`src/rtl/julian_day_ms_to_calendar_core_defines.svh`:
```
// Assertion macros for the Julian day to calendar core.
// Taken in by the top level; expects aclk and aresetn in the including scope.
`ifndef JULIAN_DAY_MS_TO_CALENDAR_CORE_DEFINES_SVH
`define JULIAN_DAY_MS_TO_CALENDAR_CORE_DEFINES_SVH

// Same-cycle implication, checked at every clock edge outside reset.
`define JDMC_ASSERT_IMPLY(label, ante, cons, msg) \
    label: assert property (@(posedge aclk) disable iff (!aresetn) (ante) |-> (cons)) \
        else $error(msg);

// Next-cycle implication, checked at every clock edge outside reset.
`define JDMC_ASSERT_NEXT(label, ante, cons, msg) \
    label: assert property (@(posedge aclk) disable iff (!aresetn) (ante) |=> (cons)) \
        else $error(msg);

`endif

```
`src/rtl/jdmc_pkg.sv`:
```
// Shared constants, reciprocal multipliers and types for the calendar core.
// Used by jdmc_time_pipe, jdmc_date_pipe and the top level; no dependencies.
package jdmc_pkg;

    localparam int NUM_STAGES = 8;

    // Time-of-day constants.
    localparam logic [26:0] MS_PER_DAY  = 27'd86400000;
    localparam logic [21:0] MS_PER_HOUR = 22'd3600000;
    localparam logic [15:0] MS_PER_MIN  = 16'd60000;

    // Calendar constants.
    localparam logic [24:0] GREG_START    = 25'd2299161;
    localparam logic [26:0] ALPHA_BIAS    = 27'd7468865;  // 4 * 1867216 + 1
    localparam logic [24:0] DAY_OFFSET    = 25'd1524;
    localparam logic [29:0] YEAR_SCALE    = 30'd20;
    localparam logic [29:0] YEAR_BIAS     = 30'd2442;
    localparam logic [24:0] DAYS_PER_YEAR = 25'd365;
    localparam logic [17:0] YEAR_OFFSET   = 18'd4715;

    // Division by a constant D is a multiply by ceil(2^S / D) and a shift by S,
    // with S chosen as numerator width plus ceil(log2(D)) so the quotient is exact.
    // The millisecond carry divides (ms >> 10) by 84375.
    localparam int          DAY_SHIFT = 38;
    localparam logic [22:0] RCP_DAY   =
        23'(((64'd1 << DAY_SHIFT) + 64'd84375 - 64'd1) / 64'd84375);

    localparam int          ALPHA_SHIFT = 44;
    localparam logic [27:0] RCP_ALPHA   =
        28'(((64'd1 << ALPHA_SHIFT) + 64'd146097 - 64'd1) / 64'd146097);

    localparam int          YEAR_SHIFT = 42;
    localparam logic [30:0] RCP_YEAR   =
        31'(((64'd1 << YEAR_SHIFT) + 64'd7305 - 64'd1) / 64'd7305);

    localparam int          HOUR_SHIFT = 49;
    localparam logic [28:0] RCP_HOUR   =
        29'(((64'd1 << HOUR_SHIFT) + 64'd3600000 - 64'd1) / 64'd3600000);

    localparam int          MIN_SHIFT = 38;
    localparam logic [23:0] RCP_MIN   =
        24'(((64'd1 << MIN_SHIFT) + 64'd60000 - 64'd1) / 64'd60000);

    // Entry k is ceil(30.6001 * k): the smallest day remainder giving month term k.
    // Apart from entry 0, none of these products is an integer, so floor(30.6001 * k) is one less.
    localparam logic [8:0] MONTH_EDGE [16] = '{
        9'd0,   9'd31,  9'd62,  9'd92,  9'd123, 9'd154, 9'd184, 9'd215,
        9'd245, 9'd276, 9'd307, 9'd337, 9'd368, 9'd398, 9'd429, 9'd460
    };

    typedef struct packed {
        logic [NUM_STAGES-1:0] load;
    } jdmc_ctrl_t;

endpackage

```
`src/rtl/jdmc_time_pipe.sv`:
```
// Time-of-day datapath: day carry, hour, minute and milliseconds in the minute.
// Depends on jdmc_pkg; stage loads come from the top-level handshake control.
module jdmc_time_pipe import jdmc_pkg::*; (
    input  logic        aclk,
    input  jdmc_ctrl_t  ctrl,
    input  logic [30:0] millis_i,
    output logic [4:0]  day_carry_o,
    output logic [4:0]  hour_o,
    output logic [5:0]  minute_o,
    output logic [15:0] millis_o
);

    logic [43:0] carry_prod;
    logic [30:0] carry_ms;
    logic [26:0] ms_rem_next;
    logic [55:0] hour_prod;
    logic [26:0] hour_ms;
    logic [21:0] r1_next;
    logic [45:0] min_prod;
    logic [21:0] min_ms;
    logic [15:0] msm_next;

    logic [30:0] ms0_reg;
    logic [4:0]  carry0_reg;
    logic [26:0] ms_rem1_reg;
    logic [26:0] ms_rem2_reg;
    logic [4:0]  hour2_reg;
    logic [21:0] r1_3_reg;
    logic [4:0]  hour3_reg;
    logic [21:0] r1_4_reg;
    logic [4:0]  hour4_reg;
    logic [5:0]  minute4_reg;
    logic [4:0]  hour5_reg, hour6_reg, hour7_reg;
    logic [5:0]  minute5_reg, minute6_reg, minute7_reg;
    logic [15:0] msm5_reg, msm6_reg, msm7_reg;

    // 86400000 = 1024 * 84375, so the low ten bits never affect the carry.
    assign carry_prod  = millis_i[30:10] * RCP_DAY;
    assign carry_ms    = 31'(carry0_reg) * 31'(MS_PER_DAY);
    assign ms_rem_next = 27'(ms0_reg - carry_ms);
    assign hour_prod   = ms_rem1_reg * RCP_HOUR;
    assign hour_ms     = 27'(hour2_reg) * 27'(MS_PER_HOUR);
    assign r1_next     = 22'(ms_rem2_reg - hour_ms);
    assign min_prod    = r1_3_reg * RCP_MIN;
    assign min_ms      = 22'(minute4_reg) * 22'(MS_PER_MIN);
    assign msm_next    = 16'(r1_4_reg - min_ms);

    always_ff @(posedge aclk) begin
        if (ctrl.load[0]) begin
            ms0_reg    <= millis_i;
            carry0_reg <= carry_prod[DAY_SHIFT +: 5];
        end
        if (ctrl.load[1]) begin
            ms_rem1_reg <= ms_rem_next;
        end
        if (ctrl.load[2]) begin
            ms_rem2_reg <= ms_rem1_reg;
            hour2_reg   <= hour_prod[HOUR_SHIFT +: 5];
        end
        if (ctrl.load[3]) begin
            r1_3_reg  <= r1_next;
            hour3_reg <= hour2_reg;
        end
        if (ctrl.load[4]) begin
            r1_4_reg    <= r1_3_reg;
            hour4_reg   <= hour3_reg;
            minute4_reg <= min_prod[MIN_SHIFT +: 6];
        end
        if (ctrl.load[5]) begin
            hour5_reg   <= hour4_reg;
            minute5_reg <= minute4_reg;
            msm5_reg    <= msm_next;
        end
        if (ctrl.load[6]) begin
            hour6_reg   <= hour5_reg;
            minute6_reg <= minute5_reg;
            msm6_reg    <= msm5_reg;
        end
        if (ctrl.load[7]) begin
            hour7_reg   <= hour6_reg;
            minute7_reg <= minute6_reg;
            msm7_reg    <= msm6_reg;
        end
    end

    assign day_carry_o = carry0_reg;
    assign hour_o      = hour7_reg;
    assign minute_o    = minute7_reg;
    assign millis_o    = msm7_reg;

endmodule

```
`src/rtl/jdmc_date_pipe.sv`:
```
// Calendar datapath: Julian day number plus carry to month, day and year.
// Depends on jdmc_pkg and on the day carry from jdmc_time_pipe.
module jdmc_date_pipe import jdmc_pkg::*; (
    input  logic         aclk,
    input  jdmc_ctrl_t   ctrl,
    input  logic [23:0]  julian_day_i,
    input  logic [4:0]   day_carry_i,
    output logic [3:0]   month_o,
    output logic [4:0]   day_o,
    output logic [16:0]  year_o
);

    logic [24:0]        d_next;
    logic [25:0]        alpha_num;
    logic [53:0]        alpha_prod;
    logic [24:0]        a_next;
    logic [24:0]        b_next;
    logic [28:0]        year_num;
    logic [59:0]        year_prod;
    logic [24:0]        cd_next;
    logic [8:0]         rem_next;
    logic [3:0]         e_next;
    logic [3:0]         mon_next;
    logic [4:0]         day_next;
    logic signed [17:0] yr_raw;
    logic signed [17:0] yr_next;

    logic [23:0] jd0_reg;
    logic [24:0] d1_reg, d2_reg;
    logic        greg1_reg, greg2_reg;
    logic [8:0]  alpha2_reg;
    logic [24:0] b3_reg, b4_reg;
    logic [15:0] c4_reg, c5_reg, c6_reg;
    logic [8:0]  rem5_reg, rem6_reg;
    logic [3:0]  e6_reg;
    logic [3:0]  month7_reg;
    logic [4:0]  day7_reg;
    logic [16:0] year7_reg;

    assign d_next     = 25'(jd0_reg) + 25'(day_carry_i);
    // Only meaningful on the Gregorian side, where it is positive.
    assign alpha_num  = 26'({d1_reg, 2'b00} - ALPHA_BIAS);
    assign alpha_prod = alpha_num * RCP_ALPHA;
    assign a_next     = greg2_reg ? d2_reg + 25'd1 + 25'(alpha2_reg) - 25'(alpha2_reg[8:2])
                                  : d2_reg;
    assign b_next     = a_next + DAY_OFFSET;
    assign year_num   = 29'(30'(b3_reg) * YEAR_SCALE - YEAR_BIAS);
    assign year_prod  = year_num * RCP_YEAR;
    assign cd_next    = 25'(c4_reg) * DAYS_PER_YEAR + 25'(c4_reg[15:2]);
    // The remainder always lies between 123 and 488 days.
    assign rem_next   = 9'(b4_reg - cd_next);

    always_comb begin
        e_next = '0;
        for (int k = 1; k < 16; k++) begin
            if (rem5_reg >= MONTH_EDGE[k]) begin
                e_next = e_next + 4'd1;
            end
        end
    end

    always_comb begin
        day_next = 5'(rem6_reg - MONTH_EDGE[e6_reg] + 9'd1);
        mon_next = (e6_reg > 4'd13) ? e6_reg - 4'd13 : e6_reg - 4'd1;
        yr_raw   = $signed({2'b00, c6_reg}) - $signed(YEAR_OFFSET)
                   - ((mon_next > 4'd2) ? 18'sd1 : 18'sd0);
        // There is no year zero: everything at or below it moves down by one.
        yr_next  = (yr_raw <= 18'sd0) ? yr_raw - 18'sd1 : yr_raw;
    end

    always_ff @(posedge aclk) begin
        if (ctrl.load[0]) begin
            jd0_reg <= julian_day_i;
        end
        if (ctrl.load[1]) begin
            d1_reg    <= d_next;
            greg1_reg <= (d_next >= GREG_START);
        end
        if (ctrl.load[2]) begin
            d2_reg     <= d1_reg;
            greg2_reg  <= greg1_reg;
            alpha2_reg <= alpha_prod[ALPHA_SHIFT +: 9];
        end
        if (ctrl.load[3]) begin
            b3_reg <= b_next;
        end
        if (ctrl.load[4]) begin
            b4_reg <= b3_reg;
            c4_reg <= year_prod[YEAR_SHIFT +: 16];
        end
        if (ctrl.load[5]) begin
            c5_reg   <= c4_reg;
            rem5_reg <= rem_next;
        end
        if (ctrl.load[6]) begin
            c6_reg   <= c5_reg;
            rem6_reg <= rem5_reg;
            e6_reg   <= e_next;
        end
        if (ctrl.load[7]) begin
            month7_reg <= mon_next;
            day7_reg   <= day_next;
            year7_reg  <= yr_next[16:0];
        end
    end

    assign month_o = month7_reg;
    assign day_o   = day7_reg;
    assign year_o  = year7_reg;

endmodule

```
`src/rtl/julian_day_ms_to_calendar_core.sv`:
```
// Top level of the Julian day to calendar core: handshake control and both datapaths.
// Depends on jdmc_pkg, jdmc_time_pipe, jdmc_date_pipe and the assertion macro header.
//
//   channel  | direction | handshake          | payload
//   ---------+-----------+--------------------+------------------------------------------
//   s_       | in        | s_valid / s_ready  | s_julian_day, s_millis_of_day
//   m_       | out       | m_valid / m_ready  | m_month, m_day_of_month, m_year,
//            |           |                    | m_hour_of_day, m_minute_of_hour,
//            |           |                    | m_millis_in_minute
//
// One item enters per cycle unless a stalled output has every stage full.
// The eight register stages follow the chain of reciprocal multiplies on the date side.
// Reset clears only the stage valid bits; the datapath registers are not reset.
// Each stage holds while the one after it is full and stalled, so a stalled output
// still lets items move up into empty stages behind it.
`include "julian_day_ms_to_calendar_core_defines.svh"

module julian_day_ms_to_calendar_core import jdmc_pkg::*; (
    input  logic         aclk,
    input  logic         aresetn,
    input  logic         s_valid,
    output logic         s_ready,
    input  logic [23:0]  s_julian_day,
    input  logic [30:0]  s_millis_of_day,
    output logic         m_valid,
    input  logic         m_ready,
    output logic [3:0]   m_month,
    output logic [4:0]   m_day_of_month,
    output logic [16:0]  m_year,
    output logic [4:0]   m_hour_of_day,
    output logic [5:0]   m_minute_of_hour,
    output logic [15:0]  m_millis_in_minute
);

    logic [NUM_STAGES-1:0] valid_reg;
    logic [NUM_STAGES-1:0] valid_next;
    logic [NUM_STAGES:0]   ready_chain;
    logic [4:0]            day_carry;
    jdmc_ctrl_t            ctrl;

    // A stage may load when it is empty or when its item moves on this cycle.
    always_comb begin
        ready_chain[NUM_STAGES] = m_ready;
        for (int k = NUM_STAGES - 1; k >= 0; k--) begin
            ready_chain[k] = !valid_reg[k] || ready_chain[k + 1];
        end
    end

    assign ctrl.load = ready_chain[NUM_STAGES-1:0];

    always_comb begin
        for (int k = 0; k < NUM_STAGES; k++) begin
            if (ctrl.load[k]) begin
                valid_next[k] = (k == 0) ? s_valid : valid_reg[k - 1];
            end else begin
                valid_next[k] = valid_reg[k];
            end
        end
    end

    always_ff @(posedge aclk) begin
        if (!aresetn) begin
            valid_reg <= '0;
        end else begin
            valid_reg <= valid_next;
        end
    end

    assign s_ready = ready_chain[0];
    assign m_valid = valid_reg[NUM_STAGES-1];

    jdmc_time_pipe u_time (
        .aclk        (aclk),
        .ctrl        (ctrl),
        .millis_i    (s_millis_of_day),
        .day_carry_o (day_carry),
        .hour_o      (m_hour_of_day),
        .minute_o    (m_minute_of_hour),
        .millis_o    (m_millis_in_minute)
    );

    jdmc_date_pipe u_date (
        .aclk         (aclk),
        .ctrl         (ctrl),
        .julian_day_i (s_julian_day),
        .day_carry_i  (day_carry),
        .month_o      (m_month),
        .day_o        (m_day_of_month),
        .year_o       (m_year)
    );

    `JDMC_ASSERT_IMPLY(a_month_range, m_valid, (m_month >= 4'd1) && (m_month <= 4'd12), "month out of range")
    `JDMC_ASSERT_IMPLY(a_time_range, m_valid, (m_day_of_month >= 5'd1) && (m_hour_of_day < 5'd24) && (m_minute_of_hour < 6'd60) && (m_millis_in_minute < 16'd60000), "day or time field out of range")
    `JDMC_ASSERT_IMPLY(a_no_year_zero, m_valid, m_year != 17'd0, "year zero produced")
    `JDMC_ASSERT_IMPLY(a_ready_needs_room, s_ready && m_valid && !m_ready, $countones(valid_reg) < NUM_STAGES, "input ready with a full stalled pipeline")
    `JDMC_ASSERT_NEXT(a_stall_keeps_item, m_valid && !m_ready && valid_reg[NUM_STAGES-2], valid_reg[NUM_STAGES-2], "item dropped behind a stalled output")

endmodule

```
`config.mk`:
```
export PLATFORM = sky130hd
export DESIGN_NAME = julian_day_ms_to_calendar_core
export DESIGN_NICKNAME = d
export VERILOG_FILES = /design/src/rtl/jdmc_pkg.sv /design/src/rtl/jdmc_time_pipe.sv /design/src/rtl/jdmc_date_pipe.sv /design/src/rtl/julian_day_ms_to_calendar_core.sv
export VERILOG_INCLUDE_DIRS = /design/src /design/src/rtl
export SDC_FILE = /design/constraint.sdc
export NUM_CORES = 2
export LEC_CHECK = 0
export BUFFER_PORTS_ARGS = -buffer_cell sky130_fd_sc_hd__buf_4
export CAP_MARGIN = 10
export CORE_MARGIN = 5
export CORE_UTILIZATION = 70
export DETAILED_ROUTE_END_ITERATION = 8
export PLACE_DENSITY_LB_ADDON = 0.05
export REMOVE_ABC_BUFFERS = 1
export SETUP_SLACK_MARGIN = 0.4
export SYNTH_ARGS = -nofsm -noshare
export SYNTH_HDL_FRONTEND = slang
export SYNTH_SLANG_ARGS = --single-unit
```
`constraint.sdc`:
```
create_clock -name aclk -period 22.6 [get_ports aclk]
set_input_delay 1.13 -clock aclk [delete_from_list [all_inputs] [get_ports aclk]]
set_output_delay 1.13 -clock aclk [all_outputs]
set_load 0.02 [all_outputs]
```
==> flow_summary.ini <==
[cells_and_area]
finish.instance_area_mm2 = 0.08044
drive_gt1_share_pct = 4.168
final_cells = 8554
fin_nets = 9912
area.growth.synth_to_final_pct = 6.075
fill_cells = 7476

[detailed_routing]
drc = 0
drt_iter0_markers = 2666
wl_per_cell_um = 19.93
wirelength_um = 170500
dr.pass1.iters = 5
vias = 48026
ant_nets = 0
vias_per_cell = 5.614

[grt]
grt_max_degree = 54
antenna_found_initial = 4
grt_pass1_vias = 52164
grt-ovfl-total = 0
grt_pass1_wl_um = 279500
track_usage_pct = 30.84

[clocking]
clk_path_buf_depth = 3
numCtsBuffers = 50
clk_latency_ns = 0.62
clock-root-buffer = clkbuf_16
clk_pin_slew_ns = 0.07
htree_levels = 2
cts_tree = done
cts_sinks = 440
cts_resized = 0
ctsHoldBuffers = 0
post_cts_buffers = 0

[hold_path]
min-delay-start = u_time.ms0_reg[8]$_DFFE_PP_
hold_path.class = flip-flop to flip-flop

[worst_setup_path]
cp-startpoint = u_date.b3_reg[0]$_DFFE_PP_
critical-path-max-stage-delay_ns = 0.73
worst_path_dominant_cell_family = adder cells
cp.arrival_ns = 13.44
start_kind = flip-flop
critPathRequiredTime_ns = 22.95
path_class = flip-flop to flip-flop
critPathMaxFanout = 14
slowest_stage = xnor2_1
r2r-start = u_date.b3_reg[0]$_DFFE_PP_
cp-end-kind = flip-flop
critPathBufInv = 8

[synthesis]
syn_avg_cell_area_um2 = 10.96
async_flop_share_pct = 0
syn_area_mm2 = 0.07584
synth-edff-count = 432
synth_ff_type = edfxtp_1
yosysSeqAreaShare_pct = 17.32
syn_inst = 6922
synth-seq-cells = 440
synth_cell_types = 88
ys_warn_count = 0
synth.area.top_cells = fa_1 (33%), ha_1 (25%), edfxtp_1 (17%), inv_1 (10%), xnor2_1 (2.8%)
synth_top_area_share_pct = 33.16
yosysTopAreaCell = fa_1

[sta]
grt_setup_unrepaired = no
worst_pin_slew_ns = 1.245
fin_tns_setup_ns = 0
hold_violations = 0
period_needed_ns = 13.09
fin_hold_ws_ns = 0.3812
skew_ns = 0.04004
drv_slew = 0
maxSlewHeadroom_pct = 16.75
fmax_ghz = 0.07640
fin_crit_sh_pct = 57.92
setup_violations = 0

[placement]
dp_cells = 8460
dp_hpwl_um = 147900
place_area_mm2 = 0.07871
globalplace.congestion = 0.9666
portBuffers = 113

[floorplanning]
start_util_pct = 70.64
core_mm2 = 0.1074
dieArea_mm2 = 0.1150
die_width_um = 339.1
pin_count = 114
core.rowCount = 120
die_height_um = 339.1

[job]
maxCapViolCount = 0

[status]
outcome = finished, final reports clean
Yosys cell counts (all sizes together) (14+ instances only):
cell	number
o21ai	126
a21oi	181
nor2b	40
clkbuf	14
and3	40
a2111oi	14
xor2	121
mux2i	18
a211oi	20
a21o	109
fa	1256
and2	18
xnor2	241
edfxtp	432
ha	1487
nand2	137
nand4	34
inv	2011
a21boi	19
nand3	56
nor3	53
o21a	34
nand2b	43
o21bai	26
a31oi	17
nor2	153
stage by stage:
step	setup slack (ns)	util [%]
3_5_place_dp	9.676	73.32
2_1_floorplan	11.52	-
4_1_cts	9.564	74.92
6_report	9.511	74.93
5_1_grt	8.770	74.93
3_3_place_gp	9.945	73.32
final timing paths:
path	end	cells after the start	slack, ns
setup / recovery	u_date.c4_reg[15]$_DFFE_PP_	42	9.51
hold reg to reg	u_time.ms_rem1_reg[8]$_DFFE_PP_	0	0.38
setup reg to reg	u_date.c4_reg[15]$_DFFE_PP_	42	9.51
hold / removal	u_time.ms_rem1_reg[8]$_DFFE_PP_	0	0.38
cell families after synthesis:
family	Yosys count	share of synthesized area [%]
adders and majority gates	2743	57.69
buffers and inverters	2036	10.10
AOI/OAI and AO/OA	666	5.836
and+or+nand+nor	642	4.341
DFF	440	17.32
xor gates and xnor gates	365	4.300
muxes	30	0.4158
per-layer routing:
| layer | global-route usage, % | wire length, um | vias to the layer above |
|---|---|---|---|
| met5 | 0 | 27 | - |
| met4 | 6.058 | 3585 | 4 |
| met3 | 6.085 | 12620 | 231 |
| met2 | 49.98 | 79450 | 1373 |
| met1 | 44.20 | 74800 | 23985 |
| li1 | - | - | 22433 |
cells in the final DEF, fill, tap and decap left out, types with 26 or more instances in the layout:
master	netlist	layout
xor2_1	119	118
nand4_1	34	34
nor2_1	152	152
nand3_1	56	56
a21oi_1	180	180
a21o_1	107	107
o21ai_0	122	121
xnor2_1	240	238
o21a_1	34	34
inv_1	2011	2006
nor2b_1	40	40
ha_1	1487	1487
clkbuf_16	0	50
fa_1	1256	1256
and3_1	39	39
o21bai_1	26	26
buf_4	3	159
edfxtp_1	432	432
nor3_1	53	53
nand2_1	137	134
nand2b_1	43	43
area by class of cell:
class	instances	area [um2]	area share (%)
timing repair buffer	160	1201	1.493
sequential	440	13130	16.33
tap	1403	1755	2.182
inverter	2012	7552	9.388
multi-input combinational	4446	55080	68.47
clock inverter	37	451.7	0.5615
clock buffer	55	1270	1.579
antenna	1	2.502	0.003111
worst register-to-register path, delay by kind of cell (launching register included):
family | cells | cell delay, ns
fa+ha+maj | 11 | 4.86
compound gates | 16 | 4.16
xor+xnor | 2 | 1.17
simple gates | 5 | 1.02
buf+inv | 8 | 0.97
flops | 1 | 0.65
Power is left out: the tool's default activity adds up to more than one toggle a clock period on the data nets, which glitch-free logic cannot reach.
